[src/hw/rtl/cal_pkg.sv]
// ----------------------------------------------------------------------------
// cal_pkg: shared types and constants for the ALU with flags
// Operation codes, the flag register layout and the operand masks.
// ----------------------------------------------------------------------------
package cal_pkg;

   localparam int unsigned WordWidth = 16;
   localparam int unsigned ByteWidth = 8;
   localparam int unsigned OpWidth   = 4;

   localparam logic [15:0] Low12Mask  = 16'b0000111111111111;
   localparam logic [15:0] WordMask   = 16'hFFFF;
   localparam logic [3:0]  NibbleMask = 4'hF;

   typedef enum logic [OpWidth-1:0] {
      OP_ADD     = 4'd0,
      OP_ADC     = 4'd1,
      OP_SUB     = 4'd2,
      OP_SBC     = 4'd3,
      OP_AND     = 4'd4,
      OP_OR      = 4'd5,
      OP_XOR     = 4'd6,
      OP_CP      = 4'd7,
      OP_INC     = 4'd8,
      OP_DEC     = 4'd9,
      OP_RLC     = 4'd10,
      OP_RL      = 4'd11,
      OP_RRC     = 4'd12,
      OP_RR      = 4'd13,
      OP_ADD16   = 4'd14,
      OP_ADD16SB = 4'd15
   } op_type;

   typedef struct packed {
      logic z;
      logic n;
      logic h;
      logic c;
   } flags_type;

endpackage

[src/hw/rtl/cal_alu.sv]
// ----------------------------------------------------------------------------
// cal_alu: combinational datapath of the ALU
// Computes the result and the new flags from one operation and the old flags.
// ----------------------------------------------------------------------------
module cal_alu (
   input  cal_pkg::op_type    op,
   input  logic [15:0]        a_value,
   input  logic [15:0]        b_value,
   input  cal_pkg::flags_type flags_old,
   output logic [15:0]        result,
   output cal_pkg::flags_type flags_new
);
   import cal_pkg::*;

   logic [7:0]  a8;
   logic [7:0]  b8;
   logic        cin;
   logic [8:0]  sum9;
   logic [4:0]  hsum5;
   logic [8:0]  diff9;
   logic [4:0]  hdiff5;
   logic [7:0]  inc8;
   logic [7:0]  dec8;
   logic [16:0] sum17;
   logic [12:0] hsum13;
   logic [15:0] sext_b;
   logic [7:0]  byte_res;

   assign a8  = a_value[7:0];
   assign b8  = b_value[7:0];
   assign cin = ((op == OP_ADC) || (op == OP_SBC)) ? flags_old.c : 1'b0;

   assign sum9   = {1'b0, a8} + {1'b0, b8} + {8'd0, cin};
   assign hsum5  = {1'b0, a8[3:0] & NibbleMask} + {1'b0, b8[3:0] & NibbleMask}
                 + {4'd0, cin};
   // A negative difference shows as bit 8 (bit 4 for the nibble) set.
   assign diff9  = {1'b0, a8} - {1'b0, b8} - {8'd0, cin};
   assign hdiff5 = {1'b0, a8[3:0]} - {1'b0, b8[3:0]} - {4'd0, cin};
   assign inc8   = a8 + 8'd1;
   assign dec8   = a8 - 8'd1;
   assign sum17  = {1'b0, a_value & WordMask} + {1'b0, b_value & WordMask};
   assign hsum13 = {1'b0, a_value[11:0] & Low12Mask[11:0]}
                 + {1'b0, b_value[11:0] & Low12Mask[11:0]};
   assign sext_b = {{ByteWidth{b8[7]}}, b8};

   always_comb begin
      byte_res  = 8'd0;
      result    = 16'd0;
      flags_new = flags_old;
      case (op)
         OP_ADD, OP_ADC: begin
            byte_res  = sum9[7:0];
            flags_new = '{z: (sum9[7:0] == 8'd0), n: 1'b0, h: hsum5[4], c: sum9[8]};
         end
         OP_SUB, OP_SBC, OP_CP: begin
            byte_res  = diff9[7:0];
            flags_new = '{z: (diff9[7:0] == 8'd0), n: 1'b1, h: hdiff5[4], c: diff9[8]};
         end
         OP_AND: begin
            byte_res  = a8 & b8;
            flags_new = '{z: ((a8 & b8) == 8'd0), n: 1'b0, h: 1'b1, c: 1'b0};
         end
         OP_OR: begin
            byte_res  = a8 | b8;
            flags_new = '{z: ((a8 | b8) == 8'd0), n: 1'b0, h: 1'b0, c: 1'b0};
         end
         OP_XOR: begin
            byte_res  = a8 ^ b8;
            flags_new = '{z: ((a8 ^ b8) == 8'd0), n: 1'b0, h: 1'b0, c: 1'b0};
         end
         OP_INC: begin
            byte_res  = inc8;
            flags_new = '{z: (inc8 == 8'd0), n: 1'b0, h: (inc8[3:0] == 4'd0),
                          c: flags_old.c};
         end
         OP_DEC: begin
            byte_res  = dec8;
            flags_new = '{z: (dec8 == 8'd0), n: 1'b1, h: (dec8[3:0] == NibbleMask),
                          c: flags_old.c};
         end
         OP_RLC, OP_RL: begin
            byte_res  = {a8[6:0], (op == OP_RLC) ? a8[7] : flags_old.c};
            flags_new = '{z: (byte_res == 8'd0), n: 1'b0, h: 1'b0, c: a8[7]};
         end
         OP_RRC, OP_RR: begin
            byte_res  = {(op == OP_RRC) ? a8[0] : flags_old.c, a8[7:1]};
            flags_new = '{z: (byte_res == 8'd0), n: 1'b0, h: 1'b0, c: a8[0]};
         end
         OP_ADD16: begin
            flags_new = '{z: flags_old.z, n: 1'b0, h: hsum13[12], c: sum17[16]};
         end
         default: begin
            flags_new = flags_old;
         end
      endcase

      case (op)
         OP_CP:      result = a_value;
         OP_ADD16:   result = sum17[15:0];
         OP_ADD16SB: result = a_value + sext_b;
         default:    result = {8'd0, byte_res};
      endcase
   end

endmodule

[src/hw/rtl/cpu_alu_with_flags_top.sv]
// ----------------------------------------------------------------------------
// cpu_alu_with_flags_top: 8-bit ALU with 16-bit adds and Z, N, H and C flags
// Input register, combinational ALU, result register and flag register.
// ----------------------------------------------------------------------------
// One operation is accepted per cycle unless the input side stalls. Its
// result is offered on the result ports once it has moved from the input
// register into the result register. The flag register is updated as an
// operation leaves the input register for the result register, so
// back-to-back operations see the flags of the one before with no bubble.
// While a result is held, the input register can still take one more
// transfer; after that the input side stalls until the result is transferred.
// With the result side ready in every cycle, operations flow back to back.
module cpu_alu_with_flags_top (
   input  logic        clock,
   input  logic        reset,
   input  logic        req_valid,
   output logic        req_ready,
   input  logic [3:0]  req_op,
   input  logic [15:0] req_a_value,
   input  logic [15:0] req_b_value,
   output logic        rsp_valid,
   input  logic        rsp_ready,
   output logic [15:0] rsp_result,
   output logic        rsp_zero_flag,
   output logic        rsp_subtract_flag,
   output logic        rsp_half_carry_flag,
   output logic        rsp_carry_flag
);
   import cal_pkg::*;

   logic        in_valid_ff;
   op_type      in_op_ff;
   logic [15:0] in_a_ff;
   logic [15:0] in_b_ff;
   logic        out_valid_ff;
   logic [15:0] out_result_ff;
   flags_type   flags_ff;
   flags_type   flags_in;
   logic [15:0] alu_result;
   logic        advance;

   cal_alu u_alu (
      .op        (in_op_ff),
      .a_value   (in_a_ff),
      .b_value   (in_b_ff),
      .flags_old (flags_ff),
      .result    (alu_result),
      .flags_new (flags_in)
   );

   assign advance   = in_valid_ff && (!out_valid_ff || rsp_ready);
   assign req_ready = !in_valid_ff || advance;

   always_ff @(posedge clock) begin
      if (reset) begin
         in_valid_ff  <= 1'b0;
         out_valid_ff <= 1'b0;
         flags_ff     <= '0;
      end else begin
         if (req_ready) begin
            in_valid_ff <= req_valid;
         end
         if (advance) begin
            out_valid_ff <= 1'b1;
            flags_ff     <= flags_in;
         end else if (rsp_ready) begin
            out_valid_ff <= 1'b0;
         end
      end
      if (req_valid && req_ready) begin
         in_op_ff <= op_type'(req_op);
         in_a_ff  <= req_a_value;
         in_b_ff  <= req_b_value;
      end
      if (advance) begin
         out_result_ff <= alu_result;
      end
   end

   // The flag register always holds the flags of the operation in the
   // result register.
   assign rsp_valid           = out_valid_ff;
   assign rsp_result          = out_result_ff;
   assign rsp_zero_flag       = flags_ff.z;
   assign rsp_subtract_flag   = flags_ff.n;
   assign rsp_half_carry_flag = flags_ff.h;
   assign rsp_carry_flag      = flags_ff.c;

endmodule

[config.mk]
export PLATFORM = sky130hd
export DESIGN_NAME = cpu_alu_with_flags_top
export DESIGN_NICKNAME = d
export VERILOG_FILES = /design/src/hw/rtl/cal_pkg.sv /design/src/hw/rtl/cal_alu.sv /design/src/hw/rtl/cpu_alu_with_flags_top.sv
export SDC_FILE = /design/constraint.sdc
export NUM_CORES = 1
export LEC_CHECK = 0
export ABC_AREA = 1
export BUFFER_PORTS_ARGS = -buffer_cell sky130_fd_sc_hd__buf_2
export CAP_MARGIN = 20
export CORE_AREA = 5 5 100 102
export DETAILED_ROUTE_END_ITERATION = 10
export DIE_AREA = 0 0 105 107
export MAX_ROUTING_LAYER = met4
export PLACE_DENSITY = 0.87
export REMOVE_ABC_BUFFERS = 1
export SYNTH_ARGS = -nofsm -noshare
export SYNTH_HDL_FRONTEND = slang
export SYNTH_SLANG_ARGS = --single-unit
[constraint.sdc]
create_clock -name clock -period 2.91 [get_ports clock]
set_input_delay 0.7275 -clock clock [delete_from_list [all_inputs] [get_ports clock]]
set_output_delay 0.7275 -clock clock [all_outputs]
set_load 0.01 [all_outputs]
==> results of run 1 <==
## worst paths after layout
kind,startpoint,end,slack [ns],depth (start not counted)
max,in_op_ff[3],rsp_result[2],0.17,15
min,rsp_half_carry_flag,rsp_half_carry_flag,0.48,2
max reg2reg,in_op_ff[3],rsp_result[2],0.17,15
min reg2reg,rsp_half_carry_flag,rsp_half_carry_flag,0.48,2
## cells by family after synthesis
| group | Yosys count | synth area share, % |
|---|---|---|
| buf+inv | 103 | 7.45 |
| xor+xnor | 8 | 1.32 |
| simple gates | 402 | 32.4 |
| compound gates | 125 | 13.4 |
| fa+ha+maj | 55 | 13.7 |
| flops | 58 | 31.8 |
## layout by cell type (no fill, tap or decap), drive strengths merged, types with 7 or more instances in the layout
master	count
buf	91
nand4	16
clkbuf	9
nor3	8
or2	8
nand3	73
inv	98
xor2	7
nor2	91
ha	50
a21oi	45
o21ai	44
nand2	199
o22ai	16
edfxtp	52
## worst max-delay path, cell delays in order, from the launching register on
cell	delay (ns)
sky130_fd_sc_hd__edfxtp_1	0.45
sky130_fd_sc_hd__inv_2	0.10
sky130_fd_sc_hd__nand2_1	0.08
sky130_fd_sc_hd__nor3_2	0.11
sky130_fd_sc_hd__buf_4	0.15
sky130_fd_sc_hd__inv_1	0.05
sky130_fd_sc_hd__fa_2	0.37
sky130_fd_sc_hd__fa_2	0.44
sky130_fd_sc_hd__nand2_1	0.07
sky130_fd_sc_hd__inv_1	0.04
sky130_fd_sc_hd__nor2_2	0.10
sky130_fd_sc_hd__o22ai_1	0.11
sky130_fd_sc_hd__nor4_2	0.18
sky130_fd_sc_hd__nand2_1	0.08
sky130_fd_sc_hd__nand2_1	0.07
sky130_fd_sc_hd__nand3_1	0.08
## per-layer routing
layer / up-vias / track usage, % / part of all wire [%]
met5: - / - / 0
met4: 0 / 11.1 / 3.4
met3: 62 / 9.81 / 12
met2: 396 / 48.6 / 43
met1: 2574 / 44.0 / 41
li1: 2727 / - / -
## where the power goes
group	leakage [nW]	internal, mW	switching [mW]
combinational	2.30	0.296	0.547
sequential	0.551	0.970	0.0389
clock	0.124	0.578	0.389
total	2.98	1.84	0.975
## flip-flops by register name, summed over array words and instances (netlist names), 4 cells and up
register,flops
in_op_ff,4
in_a_ff,16
rsp_result,16
in_b_ff,16
## area by class of cell
type                            instances  share of cell area (%)
Clock inverter                          7                    2.01
Clock buffer                            9                    1.99
Inverter                               98                    5.92
Sequential cell                        58                    27.1
Tap cell                              111                    2.24
Timing Repair Buffer                   91                    8.54
Multi-Input combinational cell        590                    52.2
## cells in the mapped netlist, drive strengths merged
library cell  count  share of area [%]
nand3            73                6.9
o22ai            16                1.9
or2               8               0.95
inv              96                6.8
xor2              7                1.2
nand2           199                 14
o21ai            44                4.2
o211ai            5               0.71
a31oi             2               0.24
nor3              8               0.76
ha               50                 12
xnor2             1               0.17
clkinv            2               0.14
nor2             91                6.7
fa                5                1.9
nand3b            5               0.71
a21boi            3               0.43
dfxtp             6                2.3
clkbuf            1              0.071
nor3b             1               0.14
o221ai            1               0.17
buf               4               0.43
o21a              2               0.28
o21bai            3               0.43
a21oi            45                4.4
nor4              1               0.12
edfxtp           52                 29
nand4            16                1.9
a221oi            1               0.17
a21o              3               0.43
## stage by stage
step           setup slack (ns)  hold WS, ns  instance area [um^2]
2_1_floorplan             0.342        0.482                  5270
3_5_place_dp             0.0699        0.462                  5940
3_3_place_gp              0.182        0.459                  5940
6_report                  0.167        0.476                  6210
5_1_grt                 -0.0616        0.514                  6210
4_1_cts                  0.0494        0.474                  6190
==> results.txt, run 1 <==
The worst setup path is captured at a flop. The class of the tightest hold or removal check is flop to flop. Global routing consumed, over all layers together, around a third of the routing resources. The half-perimeter wire length after detailed placement is around 15 mm. The number of instances in the synthesized netlist came out at between 700 and 800.

The count of yosys warnings during synthesis is 0. The transition at the pin with the smallest max-transition slack came out at 0.711 ns. The number of standard cells in the final layout excluding fillers came out at roughly 960. The tree is rooted in a sky130_fd_sc_hd__clkbuf_8. The number of levels in the clock H-tree came out at 3. The top achievable clock speed came out at roughly 360 MHz. The final cell utilization of the core came out at between 60% and 70%. The DRC violation count after routing came out at 0. Post-CTS timing repair inserted 0 buffers for setup. The post-cts repair resize count is 0. The number of antenna violations at the first check in global routing came out at 0.

After routing, the total negative slack on setup checks comes to 0 ns. The routability congestion estimate is about 1.0. Summing every instance area after synthesis gives between 5000 and 6000 um^2. After global routing the overflow that remains totals 0.

The clock tree from TritonCTS is yes. The number of antenna cells inserted is 0. Of the synthesized area, sequential elements account for 31.8%.

The count of buffers from port buffering is 61. The routed layout has about 5800 vias. The synthesized flop and latch total came out at a little under 60. The run finished with clean final reports.

The count of boundary I/O pins came out at 62. The post-route minimum period is approximately 2.7 ns. The effective utilization at floorplan came out at 58.7%.

The clock net in this run drives a total of 58 sinks. The die footprint came out at around 11000 um^2. The proportion of layout cells with a drive suffix above 1 came out at between 10% and 20%. STA classifies the critical path startpoint as a flop.

Setup violations remaining at the end of the flow were counted as 0. The layout overhead on the synthesized area came out at 17.3%. The via count of the first global-routing pass is 5551. The CTS buffer count is 9. The residual antenna-violating net count after detailed routing came out at 0. The number of violations reported at the end of detailed-routing iteration 0 is 578.

The number of hold violations in the final report is 0. The detailed-route vias per instance came out at approximately 6. Including well taps, the total number of placed cells is about 950. The maximum vdd drop is approximately 0.00037 V. The clock-pin slew of the registers on the worst-case setup and hold paths is about 0.09 ns. Across the routed clock network, the largest skew measured is 0.0142 ns. The insertion delay of the later-clocked pin in the worst-skew pair came out at about 0.36 ns. The overall die height came out at around 110 um. Wires add up to about 18 mm. The first detailed-routing pass took 5 iterations.

The number of nets in the layout is ~940. After floorplanning, the core was sized to cover about 9000 um^2. The design draws roughly 2.8 mW. The combined area of the multi-input logic cells came out at ~3200 um^2. The standby leakage power is slightly below 3 nW.

The power per cell area is 454 nW/um^2. The critical path is of the flop to flop type. The relative max-transition margin came out at a little over half.

The final worst-path cycle share came out at between 90 and 100%. The largest fanout on the critical path came out at 4. The maximum number of pins on one net before global-route repair came out at 37. The number of different library cells used by synthesis comes to 39. The wire length of the first global-routing pass is approximately 29 mm. The hold buffer count at cts is 0. The floorplan step set the die width to 105 um. The average instance in the mapped netlist occupies 7.05 um^2. The row count came out at 35.

The critical path required time came out at 3.02 ns. The number of buffers on the longest clock path is 2. Across the run, the number of max-cap violations was 0. Setup repair after global routing could not meet its margin everywhere. The critical path data arrival time is approximately 2.9 ns. The post-detailed-route wirelength per cell is between 15 and 20 um. The count of filler cells inserted in the layout is roughly 770. The total count of max-transition violations in the final report came out at 0. The register area is between 1500 and 2000 um^2.
Note: power is estimated with default switching activity, not from simulation.
==> run 2, diff against run 1 <==
--- a/config.mk
+++ b/config.mk
@@ -6,13 +6,14 @@
 export NUM_CORES = 1
 export LEC_CHECK = 0
 export ABC_AREA = 1
-export BUFFER_PORTS_ARGS = -buffer_cell sky130_fd_sc_hd__buf_2
 export CAP_MARGIN = 20
-export CORE_AREA = 5 5 100 102
+export CORE_AREA = 5 5 97 99
+export CTS_BUF_LIST = sky130_fd_sc_hd__clkbuf_8
 export DETAILED_ROUTE_END_ITERATION = 10
-export DIE_AREA = 0 0 105 107
+export DIE_AREA = 0 0 102 104
+export DONT_BUFFER_PORTS = 1
 export MAX_ROUTING_LAYER = met4
-export PLACE_DENSITY = 0.87
+export PLACE_DENSITY = 0.85
 export REMOVE_ABC_BUFFERS = 1
 export SYNTH_ARGS = -nofsm -noshare
 export SYNTH_HDL_FRONTEND = slang
==> run 2 against run 1 <==
Net effect:
- combinational power down 7.0%
- routed wire length down 3.2%
- sequential cell count unchanged
- setup slack worse by 0.019 ns
- non-clock buffer count down 57
- clock power down 31%
- critical path depth down 4
- global-route usage up 1.6 points
==> results.txt, run 2 (synthesis results as in run 1) <==
The run finished with clean final reports. Setup repair after global routing left no endpoint under its margin. The number of violations reported at the end of detailed-routing iteration 0 is 592 (+2.4%). The overall die width came out at 102 um (-2.9%). The effective utilization at floorplan came out at 62.5% (+3.9 points).

TritonCTS built the clock tree. The critical path is of the flop to flop type. The die footprint was 10600 um^2 (-5.6%). The standby leakage power is 2.71 nW (-9.1%). The DRC violation count after routing came out at 0 (unchanged).

The worst hold path belongs to the class input pin to flop. STA classifies the critical path startpoint as a flop. The slowest stage of the critical path belongs to the cell sky130_fd_sc_hd__fa_1. The proportion of layout cells with a drive suffix above 1 was 9.42% (-6.4 points). The overall power was 2.48 mW (-12%). Relative to the synthesized area, the layout overhead comes to 10.4%.

The overall die height came out at 104 um (-2.8%). The count of boundary I/O pins came out at 62 (unchanged). The number of standard cells in the final layout excluding fillers is 904 (-6.2%). The final worst-path cycle share was 94.9% (+0.65 points). The number of hold violations in the final report came out at 0 (unchanged). The detailed-route vias per instance is 6.13 (+2.6%). The maximum vdd drop is 0.000334 V (-8.7%). The critical path's largest stage delay came out at 0.46 ns (about the same). The global router's overall resource usage is 34.7% (+1.6 points). The post-route minimum period was 2.76 ns (+0.0190 ns). The smallest setup slack after layout came out at 0.148 ns (-0.0190 ns).

The post-route worst hold slack came out at 0.441 ns (-0.0358 ns). The clock-pin slew of the registers on the worst-case setup and hold paths came to 0.08 ns (about the same). The final cell utilization of the core is 69.0% (+0.19 points).

The row count came out at 34 (-2.9%). The number of antenna cells inserted came out at 0 (unchanged). The detailed-routing iteration count for the pre-antenna-repair pass is 6 (+1). The wire length of the first global-routing pass came to 27.7 mm (-2.9%). The transition at the pin with the smallest max-transition slack is 0.704 ns (-0.00655 ns). The maximum clock skew at final layout is 0.0133 ns (-0.000957 ns). The number of nets in the layout came out at 886 (-6.0%).

In the layout the commonest cells are sky130_fd_sc_hd__nand2_1 (197), sky130_fd_sc_hd__inv_1 (89), sky130_fd_sc_hd__nor2_1 (85), sky130_fd_sc_hd__nand3_1 (73), sky130_fd_sc_hd__edfxtp_1 (52). The relative max-transition margin came out at 52.9% (+0.44 points). The CTS buffer count is 9 (unchanged). The worst setup timing slack at the placement stage is 0.0111 ns (-0.0589 ns). The most numerous cell on the critical path is sky130_fd_sc_hd__fa_1. The final global-route overflow total is 0 (unchanged).

The routability congestion estimate is 1.04 (-0.36%). The insertion delay of the later-clocked pin in the worst-skew pair came out at 0.35 ns (about the same). The number of antenna violations at the first check in global routing was 0 (unchanged). The area of the core region came to 8470 um^2 (-6.2%).

The final-report setup violation count came out at 0 (unchanged). The critical path data arrival time came out at 2.86 ns (about the same). The post-route cell area is 5840 um^2 (-5.9%). The post-detailed-route wirelength per cell came out at 19.4 um (+3.2%).

The area after detailed placement is 5640 um^2 (-5.0%). The count of buffers from port buffering was 0 (-100%). The critical path required time came to 3.01 ns (about the same). The half-perimeter wire length after detailed placement came to 13.9 mm (-5.4%).

The residual antenna-violating net count after detailed routing came to 0 (unchanged). The count of filler cells inserted in the layout came to 701 (-8.7%). The via count was 5539 (-3.8%). The maximum number of pins on one net before global-route repair came out at 37 (unchanged). The power per cell area came to 424 nW/um^2 (-6.7%). The largest fanout on the critical path came out at 4 (unchanged).

The critical path goes through inv_2 > nand2_1 > nor3_2 > buf_4 > fa_1 > inv_1 > fa_1 > o21ai_1 > xor2_1 > o211ai_1 > a21o_1. The worst setup path is captured at a flop. The number of levels in the clock H-tree is 3 (unchanged). The number of sinks on the clock net was 58 (unchanged). The library cell used most frequently in the layout, excluding fill and tap cells, is sky130_fd_sc_hd__nand2_1. The number of cells in the design after placement is 886 (-6.5%). The top achievable clock speed came out at 362 MHz (-0.69%). The setup TNS is 0 ns (unchanged). The number of buffers on the longest clock path came out at 2 (unchanged). The cell sitting at the root of the clock tree is a sky130_fd_sc_hd__clkbuf_8.

The total count of max-transition violations in the final report is 0 (unchanged). The via count of the first global-routing pass is 5232 (-5.7%). The final wirelength is 17.5 mm (-3.2%). The hold buffer count at cts is 0 (unchanged). The total of max-cap violations came out at 0 (unchanged).
==> run 2: cell count changes in the layout (fill, tap and decap cells not counted), sizes merged <==
cell / previous run / this run
buf: 91 / 34
bufinv: 3 / 0
clkinvlp: 0 / 3
clkinv: 4 / 5
inv: 98 / 97
==> run 2: timing repair <==
action / 4_1_cts / 5_1_grt
endpoints found under the setup margin: 1 / 2
resized for setup: 2 / 3
pin swaps: 1 / 1
hold endpoints to repair: 0 / 0
buffers inserted: 2 / 0
==> run 2: layout make-up <==
| type | count | area [um^2] | share of cell area (%) |
|---|---|---|---|
| Tap cell | 108 | 135 | 2.31 |
| Sequential cell | 58 | 1680 | 28.8 |
| Clock buffer | 9 | 124 | 2.12 |
| Timing Repair Buffer | 34 | 255 | 4.37 |
| Multi-Input combinational cell | 590 | 3230 | 55.4 |
| Clock inverter | 7 | 45.0 | 0.771 |
| Inverter | 98 | 368 | 6.30 |
==> run 2: per-layer routing <==
metal  vias to the layer above  global-route usage [%]  wire length [um]
li1                       2611                       -                 -
met1                      2502                    50.8              7430
met2                       374                    49.6              7570
met3                        52                    5.43              2060
met4                         0                    10.3               451
met5                         -                       -                 0
==> run 2: critical path: cells and delay by family (launching register included) <==
kind	cells	cell delay (ns)
adders and majority gates	2	0.67
xor gates and xnor gates	1	0.26
DFF	1	0.43
buffers and inverters	3	0.36
AOI/OAI and AO/OA	3	0.60
and+or+nand+nor	2	0.20
==> run 2: final timing paths <==
| kind | start | cells past startpoint | end | slack [ns] |
|---|---|---|---|---|
| setup / recovery | in_op_ff[2] | 11 | rsp_result[4] | 0.15 |
| hold / removal | reset | 1 | in_valid_ff | 0.44 |
| hold reg to reg | in_valid_ff | 2 | rsp_valid | 0.56 |
| setup reg to reg | in_op_ff[2] | 11 | rsp_result[4] | 0.15 |
==> run 2: power breakdown <==
group	internal [mW]	leakage, nW	switching [mW]
Sequential	0.972	0.551	0.0528
Combinational	0.267	2.08	0.517
Clock	0.305	0.0791	0.362
Total	1.54	2.71	0.932
==> run 3, diff against run 2 <==
--- a/config.mk
+++ b/config.mk
@@ -7,13 +7,15 @@
 export LEC_CHECK = 0
 export ABC_AREA = 1
 export CAP_MARGIN = 20
-export CORE_AREA = 5 5 97 99
+export CELL_PAD_IN_SITES_DETAIL_PLACEMENT = 2
+export CELL_PAD_IN_SITES_GLOBAL_PLACEMENT = 2
+export CORE_AREA = 5 5 125 127
 export CTS_BUF_LIST = sky130_fd_sc_hd__clkbuf_8
 export DETAILED_ROUTE_END_ITERATION = 10
-export DIE_AREA = 0 0 102 104
+export DIE_AREA = 0 0 130 132
 export DONT_BUFFER_PORTS = 1
 export MAX_ROUTING_LAYER = met4
-export PLACE_DENSITY = 0.85
+export PLACE_DENSITY = 0.88
 export REMOVE_ABC_BUFFERS = 1
 export SYNTH_ARGS = -nofsm -noshare
 export SYNTH_HDL_FRONTEND = slang
==> constraint.sdc (replaced) <==
create_clock -name clock -period 2.9 [get_ports clock]
set_input_delay 0.725 -clock clock [delete_from_list [all_inputs] [get_ports clock]]
set_output_delay 0.725 -clock clock [all_outputs]
set_load 0.01 [all_outputs]
==> run 3 against run 2 <==
Net effect:
- the run now ends with setup timing left
- clock skew increased by 0.0091 ns
- critical path type unchanged
- register-to-register slack got worse by 0.19 ns
- critical endpoint is now rsp_carry_flag
- die area rose by 62%
- sequential share of layout area shrank 1.1 points
- global-route usage down 5.9 points
- largest power group unchanged
- count of clock-buffer cells in the layout stayed put
- non-clock buffer count rose by 3
- fmax down 6.0%
- utilization is 27 points lower
- sequential power is essentially flat
- worst hold slack worse by 0.043 ns
==> results.txt, run 3 (synthesis results as in run 1) <==
The run finished, with violations left. The final reports fail on setup timing. The insertion delay of the later-clocked pin in the worst-skew pair is 0.39 ns (+0.04 ns). The residual antenna-violating net count after detailed routing came to 0 (unchanged). The final wirelength is 23.8 mm (+36%). The count of buffer and inverter cells on the critical path is 3 (unchanged). The half-perimeter wire length after detailed placement was 19.1 mm (+38%).

The detailed-routing iteration count for the pre-antenna-repair pass is 4 (-2). The final worst-path cycle share came out at 101% (+6.5 points). The maximum clock skew at final layout is 0.0224 ns (+0.00915 ns).

The number of hold violations in the final report was 0 (unchanged). The largest fanout on the critical path is 4 (unchanged). The number of sinks on the clock net is 58 (unchanged). The largest individual stage delay along the critical path comes from the cell sky130_fd_sc_hd__fa_2. The number of buffers on the longest clock path is 2 (unchanged). The clock tree from TritonCTS is yes. The smallest setup slack after layout was -0.0399 ns (-0.188 ns).

The proportion of layout cells with a drive suffix above 1 is 11.0% (+1.6 points). The layout overhead on the synthesized area is 14.6%. The global router's overall resource usage is 28.9% (-5.9 points).

The CTS buffer count is 9 (unchanged). The overall die height was 132 um (+27%). The CTS root buffer is sky130_fd_sc_hd__clkbuf_8. The post-route minimum period came to 2.94 ns (+0.178 ns).

The relative max-transition margin is 44.6% (-8.2 points). The library cell used most frequently in the layout, excluding fill and tap cells, is sky130_fd_sc_hd__nand2_1. Traced cell by cell, the critical path runs through inv_2 > nand2_2 > nor3_2 > buf_4 > inv_2 > fa_2 > fa_2 > nand3_1 > nand2_2 > nand4_1 > nand2_1 > nand2_1 > nand3_1 > nand3_1 > nand2_1 > a21oi_4. The number of nets in the layout came out at 889 (+0.34%). The post-detailed-route wirelength per cell came to 24.2 um (+25%). The die footprint came out at 17200 um^2 (+62%). The DRC violation count after routing is 0 (unchanged).

STA classifies the critical path startpoint as a flop. The via count is 5650 (+2.0%). The effective utilization at floorplan was 37.0% (-26 points). The post-route cell area came out at 6070 um^2 (+3.8%). The final-report setup violation count is 2 (+2). The routability congestion estimate came out at 0.977 (-6.4%). The critical path data arrival time is 3.26 ns (+0.40 ns). The worst setup timing slack at the placement stage came out at -0.236 ns (-0.247 ns). The critical path's largest stage delay is 0.44 ns (-0.02 ns). For hold timing, the worst endpoint is rsp_carry_flag. The count of boundary I/O pins came out at 62 (unchanged). The area after detailed placement is 5770 um^2 (+2.2%). The wire length of the first global-routing pass is 36.4 mm (+31%). The area of the core region came out at 14300 um^2 (+69%). The worst setup path is of the flop to flop kind. The detailed-route vias per instance was 5.75 (-6.2%). The overall die width came to 130 um (+27%). The top achievable clock speed is 340 MHz (-6.0%). The min-delay analysis places its worst path in the category input pin to flop. Leaving out fill and tap cells, the most frequent cells in the layout are sky130_fd_sc_hd__nand2_1 (194), sky130_fd_sc_hd__inv_1 (88), sky130_fd_sc_hd__nor2_1 (83), sky130_fd_sc_hd__nand3_1 (73), sky130_fd_sc_hd__edfxtp_1 (52).

The via count of the first global-routing pass is 6207 (+19%). The hold path depth came out at 1 (unchanged). The startpoint identified for the worst register-to-register timing path is in_op_ff[2].

The number of violations reported at the end of detailed-routing iteration 0 is 343 (-42%). The number of antenna cells inserted is 0 (unchanged). The critical path required time came out at 3.22 ns (+0.21 ns). The total of max-cap violations came out at 0 (unchanged). The standby leakage power was 2.76 nW (+1.9%). The total count of max-transition violations in the final report is 0 (unchanged). In this design, the largest share of critical-path delay is due to simple AND/OR/NAND/NOR gates. The worst setup path is captured at a flop. The flop-to-flop setup slack was -0.04 ns (-0.19 ns).

The hold path startpoint is reset. Setup repair after global routing could not meet its margin everywhere. The maximum vdd drop came out at 0.000445 V (+33%).

The clock-pin slew of the registers on the worst-case setup and hold paths came out at 0.09 ns (about the same). The count of buffers from port buffering came out at 0 (unchanged). The number of antenna violations at the first check in global routing is 0 (unchanged).

The worst register-to-register path ends at rsp_carry_flag. The final global-route overflow total is 0 (unchanged). The power per cell area was 458 nW/um^2 (+8.2%). The maximum number of pins on one net before global-route repair is 33 (-11%).

The worst-case reg-to-reg path depth was 16 (+5). The post-route worst hold slack is 0.397 ns (-0.0431 ns). The row count is 44 (+29%). The transition at the pin with the smallest max-transition slack is 0.829 ns (+0.125 ns). The number of levels in the clock H-tree is 3 (unchanged).
[run 3: cell types whose count changed in the layout (fill, tap and decap cells not counted), sizes merged]
cell and delta:
bufinv +2, buf +3, clkinv +1, clkinvlp -3
[run 3: per-layer routing]
metal / wire length (um) / track usage, % / up-vias
met5: 0 / - / -
met4: 813 / 10.0 / 0
met3: 734 / 4.62 / 52
met2: 11900 / 48.0 / 120
met1: 10300 / 35.4 / 2873
li1: - / - / 2605
[run 3: worst max path at each step]
| stage | start | end | cells past startpoint |
|---|---|---|---|
| finish | in_op_ff[2] | rsp_carry_flag | 16 |
| global route | in_op_ff[2] | rsp_result[2] | 15 |
| CTS | in_op_ff[2] | rsp_carry_flag | 16 |
| detailed placement | in_op_ff[2] | rsp_carry_flag | 16 |
| global placement | in_op_ff[2] | rsp_carry_flag | 16 |
| floorplan | in_op_ff[3] | rsp_result[4] | 13 |
[run 3: where the power goes]
part           switching (mW)  internal (mW)  total [mW]
logic                   0.599          0.284       0.882
clock network           0.400          0.475       0.874
registers              0.0493          0.975        1.02
[run 3: worst reg2reg max path, stage by stage, from the launching register on]
cell                       delay (ns)
sky130_fd_sc_hd__edfxtp_1        0.41
sky130_fd_sc_hd__inv_2           0.12
sky130_fd_sc_hd__nand2_2         0.07
sky130_fd_sc_hd__nor3_2          0.18
sky130_fd_sc_hd__buf_4           0.17
sky130_fd_sc_hd__inv_2           0.04
sky130_fd_sc_hd__fa_2            0.38
sky130_fd_sc_hd__fa_2            0.44
sky130_fd_sc_hd__nand3_1         0.14
sky130_fd_sc_hd__nand2_2         0.10
sky130_fd_sc_hd__nand4_1         0.13
sky130_fd_sc_hd__nand2_1         0.07
sky130_fd_sc_hd__nand2_1         0.06
sky130_fd_sc_hd__nand3_1         0.09
sky130_fd_sc_hd__nand3_1         0.12
sky130_fd_sc_hd__nand2_1         0.11
sky130_fd_sc_hd__a21oi_4         0.22
[run 3: timing repair]
item                                    in CTS  in global routing
hold endpoints to repair                     0                  0
gates resized for setup                      4                 17
pin swaps                                    0                 10
endpoints found under the setup margin       5                 10
buffers inserted                             1                  2
hold buffers                                 0                  0
[run 3: per-stage QoR]
stage	util (%)	total power, mW	std cells	TNS (ns)
after detailed placement	40.3	1.87	964	-0.236
final	42.4	2.78	983	-0.0751
after global placement	40.3	1.81	964	-0.0651
after CTS	41.9	2.75	981	0
after floorplan	-	1.56	746	0
after global routing	42.4	2.91	983	-0.992
[run 3: cell type report]
cell class / count / area [um^2]
Tap cell: 184 / 230
Clock buffer: 9 / 124
Timing Repair Buffer: 37 / 290
Inverter: 98 / 368
Clock inverter: 7 / 85.1
Fill cell: 1715 / 8250
Sequential cell: 58 / 1680
Multi-Input combinational cell: 590 / 3290
